==> src/plo_pkg.sv <==
// ----------------------------------------------------------------------------
// plo_pkg: shared types and constants of the price level order queue
// Operation codes, field widths and the structs passed between the queue
// controller and its chain of slot cells.
// ----------------------------------------------------------------------------
`default_nettype none
package plo_pkg;

   localparam int OP_W  = 2;
   localparam int ID_W  = 32;
   localparam int QTY_W = 32;
   localparam int LVL_W = 7;
   localparam int SUM_W = 38;

   localparam logic [OP_W-1:0] OP_APPEND = 2'd0;
   localparam logic [OP_W-1:0] OP_CANCEL = 2'd1;
   localparam logic [OP_W-1:0] OP_CLEAR  = 2'd2;

   // one resting order as held in a slot cell
   typedef struct packed {
      logic [ID_W-1:0]  id;
      logic [QTY_W-1:0] qty;
   } plo_entry_type;

   // broadcast from the controller to every cell
   typedef struct packed {
      logic             append;
      logic [ID_W-1:0]  wr_id;
      logic [QTY_W-1:0] wr_qty;
      logic [ID_W-1:0]  key;
   } plo_ctrl_type;

   // status of one cell back to the controller
   typedef struct packed {
      logic hit;
      logic last;
   } plo_stat_type;

endpackage
`default_nettype wire

==> src/plo_cell.sv <==
// ----------------------------------------------------------------------------
// plo_cell: one slot of the order queue chain
// Holds one order, takes an appended order when its index equals the count,
// and during a cancel scan compares the key, then pulls in its right
// neighbor once the matching order sits at or left of it.
// ----------------------------------------------------------------------------
`default_nettype none
module plo_cell #(
   parameter int CELL_INDEX = 0,
   parameter int CNT_W      = 7
) (
   input  wire logic                  clock,
   input  wire logic                  reset,
   input  wire plo_pkg::plo_ctrl_type ctrl,
   input  wire logic [CNT_W-1:0]      count,
   input  wire logic                  is_last_cell,
   input  wire logic                  token_in,
   input  wire logic                  found_in,
   input  wire plo_pkg::plo_entry_type next_entry,
   output plo_pkg::plo_entry_type     entry,
   output logic                       token_out,
   output logic                       found_out,
   output plo_pkg::plo_stat_type      stat
);
   import plo_pkg::*;

   localparam logic [CNT_W-1:0] MY_IDX = CNT_W'(CELL_INDEX);

   plo_entry_type entry_ff, entry_in;
   logic          token_ff, found_ff;
   logic          occupied, hit;

   assign occupied = (count > MY_IDX);
   assign hit      = token_ff & occupied & ~found_ff & (entry_ff.id == ctrl.key);

   // pick next slot contents: append, shift left, or hold
   always_comb begin
      entry_in = entry_ff;
      if (ctrl.append && (count == MY_IDX)) begin
         entry_in.id  = ctrl.wr_id;
         entry_in.qty = ctrl.wr_qty;
      end else if (token_ff && (found_ff || hit)) begin
         entry_in = next_entry;
      end
   end

   always_ff @(posedge clock) begin
      entry_ff <= entry_in;
   end

   // advance the scan token one cell per cycle
   always_ff @(posedge clock) begin
      if (reset) begin
         token_ff <= 1'b0;
         found_ff <= 1'b0;
      end else begin
         token_ff <= token_in;
         found_ff <= found_in;
      end
   end

   assign stat.hit   = hit;
   assign stat.last  = token_ff & (~occupied | is_last_cell);
   assign token_out  = token_ff & ~stat.last;
   assign found_out  = found_ff | hit;
   assign entry      = entry_ff;

endmodule
`default_nettype wire

==> config.mk <==
export PLATFORM = sky130hd
export DESIGN_NAME = plo_cell
export DESIGN_NICKNAME = d
export VERILOG_FILES = /design/src/plo_pkg.sv /design/src/plo_cell.sv
export SDC_FILE = /design/constraint.sdc
export NUM_CORES = 1
export LEC_CHECK = 0
export ABC_AREA = 1
export BUFFER_PORTS_ARGS = -buffer_cell sky130_fd_sc_hd__clkbuf_2
export CAP_MARGIN = 10
export CORE_ASPECT_RATIO = 0.8
export CORE_UTILIZATION = 47
export DETAILED_ROUTE_END_ITERATION = 8
export PLACE_DENSITY = 0.9
export SLEW_MARGIN = 20
export SYNTH_ARGS = -nofsm -noshare
export SYNTH_HDL_FRONTEND = slang
export SYNTH_SLANG_ARGS = --single-unit
==> constraint.sdc <==
create_clock -name clock -period 8.4 [get_ports clock]
set_input_delay 1.68 -clock clock [delete_from_list [all_inputs] [get_ports clock]]
set_output_delay 1.68 -clock clock [all_outputs]
set_load 0.05 [all_outputs]
==> flow_summary_export.csv <==
group,metric,value,unit
worst_setup_path,crit_top_cell,"nand2_1",
worst_setup_path,cpMaxStageDelayCell,"xnor2_1",
worst_setup_path,r2r-start,"entry[42]",
final_layout,final_cell_mix,"clkbuf_2, nand2_1, inv_1",
global_routing,grt_overflow,0,
placement,hpwl,8670,µm
job,max-cap-violations,0,
clock_network,cts_resized,0,
die,num_rows,29,
clock_network,cts_tree,"done",
die,die-area,8700,µm²
routing,via_per_inst,4.66,
timing,finalHoldViolations,0,
clock_network,insertion_delay,0.34,ns
routing,wl,10700,µm
synthesis,synthDistinctLibCells,23,
worst_setup_path,r2r_cells,10,
timing,fin_setup_tns,0,ns
die,initial_core_util,48.8,%
final_layout,area_growth_syn_to_layout,38.2,%
min_path,min-delay-start,"token_ff",
worst_setup_path,cp_num_buf_inv,2,
clock_network,clkTransAtPathRegs,0.07,ns
global_routing,antenna_found_initial,0,
global_routing,grt_pass1_wl,16600,µm
routing,dr.pass1.iters,4,
placement,gp_congestion,0.952,
timing,timing.fmax,217,MHz
timing,period_share,54.8,%
min_path,hold_depth,2,
timing,final-max-slew-violation-count,0,
synthesis,syn_area,3920,µm²
synthesis,synth_top_area_share,49.1,%
global_routing,grt_max_degree,37,
routing,vias,3382,
global_routing,gr-usage-met3,9.45,%
worst_setup_path,cp_top_family,"simple AND/OR/NAND/NOR gates",
synthesis,ys_seq_elements,66,
final_layout,final_nets,786,
die,die_y,83.6,µm
clock_network,postCtsSetupBuffers,0,
worst_setup_path,cp-end-kind,"output pin",
final_layout,final-seq-area,1960,µm²
pwr,leakage,2.98,nW
synthesis,synth_area_leaders,"edfxtp_1, mux2_4, nand2_1",
synthesis,syn_inst,368,
global_routing,grt_util_all_layers,25.1,%
routing,drc,0,
die,core_area,8020,µm²
synthesis,yosysWarnings,0,
synthesis,synth_top_area_cell,"edfxtp_1",
worst_setup_path,cp.required,6.72,ns
clock_network,cts.path.max_buffers,2,
worst_setup_path,crit_chain,"clkbuf_2, xnor2_1, nand2_1, nor2_1, nand2_1, nor2_1, nand3_1, nand2_1, clkbuf_2",
global_routing,top_usage_layer,"met2",
synthesis,avgSynthCellArea,10.6,µm²
run_status,status,"finished clean",
timing,worst_pin_slew,0.766,ns
routing,ant_nets,0,
worst_setup_path,timing.rr.end,"entry[20]",
routing,dr.first_iter.drc_count,155,
worst_setup_path,start_kind,"primary input",
timing,rsz0062_at_grt,"false",
routing,routedWlPerCell,14.7,µm
global_routing,gr-usage-met1,26.9,%
worst_setup_path,critPathMaxStageDelay,0.34,ns
final_layout,diodes,0,
die,die_w,104,µm
clock_network,clkSinkCount,66,
final_layout,fillers,620,
die,ios,241,
timing,setup_viol,0,
synthesis,syn_nets,541,
clock_network,clockRootBuffer,"clkbuf_8",
pwr,ir_drop,0.000130,V
synthesis,ys_seq_area_share,50.1,%
worst_setup_path,path_max_fanout,2,
min_path,hold_path_class,"reg2reg",
placement,portBuffers,240,
final_layout,multi_input_area,1630,µm²
final_layout,drive_gt1_share,52.8,%
final_layout,final_common_cell,"clkbuf_2",
timing,finalClockSkew,0.0127,ns
placement,place_ws,3.81,ns
min_path,holdPathEnd,"entry[41]",
worst_setup_path,worst_ep_arrival_time,2.93,ns
timing,timing.final.ws_setup,3.79,ns
pwr,p_per_area,145,nW/µm²
clock_network,cts_buffers,9,
clock_network,htreeDepth,3,
global_routing,grt_pass1_vias,3450,
global_routing,met2_usage,46.8,%
worst_setup_path,criticalPathCategory,"in2out",
worst_setup_path,cp.depth,9,
timing,fin_crit,4.61,ns
clock_network,hold_buffers,0,
timing,maxSlewHeadroom,48.7,%
worst_setup_path,rrSetupSlack,5.56,ns
## sequential cells by signal, summed over array words and instances, names as in the netlist
| register | cells |
|---|---|
| found_ff | 1 |
| entry | 64 |
| token_ff | 1 |
## how the worst max path moves through the flow
stage	start	end	slack, ns
global placement	ctrl[10]	found_out	3.81
detailed placement	ctrl[10]	found_out	3.81
CTS	ctrl[10]	found_out	3.80
finish	ctrl[10]	found_out	3.79
floorplan	count[0]	token_out	3.82
global route	ctrl[6]	stat[1]	3.71
## cells by family after synthesis
logic type | count (synthesis) | share of synthesized area (%)
AO/OA/AOI/OAI | 7 | 1.12
XOR/XNOR | 6 | 1.34
buffers and inverters | 76 | 8.56
flip-flops | 66 | 50.1
multiplexers | 64 | 23.1
AND/OR/NAND/NOR | 149 | 15.8
## report_power, final
part / switching (mW) / total [mW] / internal (mW) / leakage, nW
logic: 0.0643 / 0.125 / 0.0612 / 2.27
clock network: 0.123 / 0.289 / 0.166 / 0.107
registers: 0.00358 / 0.373 / 0.369 / 0.598
total: 0.191 / 0.787 / 0.597 / 2.98
## synth_stat cells, drive strengths merged
library cell	count
buf	8
dfxtp	2
edfxtp	64
inv	68
mux2	64
nand2	93
nand3	6
nand3b	3
nand4	8
nor2	34
nor3	2
nor4	1
o2111ai	1
o211ai	1
o21ai	3
o22ai	2
or2	2
xnor2	6
## stage by stage
step           instances  instance area, µm²  hold WS, ns  utilization (%)  power, mW
2_1_floorplan        368                3920         1.75                -      0.448
3_3_place_gp         710                5190         1.18             64.8      0.501
3_5_place_dp         710                5190         1.21             64.8      0.505
4_1_cts              726                5410         1.23             67.5      0.796
5_1_grt              726                5410         1.30             67.5      0.818
6_report             726                5410         1.23             67.5      0.787
## worst reg2reg max path: cells and delay by family (launching register included)
kind	cells	cell delay [ns]
AND/OR/NAND/NOR	8	1.19
XOR/XNOR	1	0.34
flip-flops	1	0.40
buffers and inverters	1	0.54
## area by class of cell
class / instances / area share, %
well taps: 108 / 2.50
flip-flops and latches: 66 / 36.2
multi-input cells: 226 / 30.1
repair buffers: 242 / 22.5
clock inverters: 7 / 1.73
inverters: 68 / 4.72
clock buffers: 9 / 2.29
## routing by layer
layer | share of wire (%) | vias to the layer above
li1 | - | 1693
met1 | 39 | 1520
met2 | 52 | 163
met3 | 9.0 | 6
met4 | 0.68 | 0
met5 | 0 | -
Note: power is estimated with default switching activity, not from simulation.
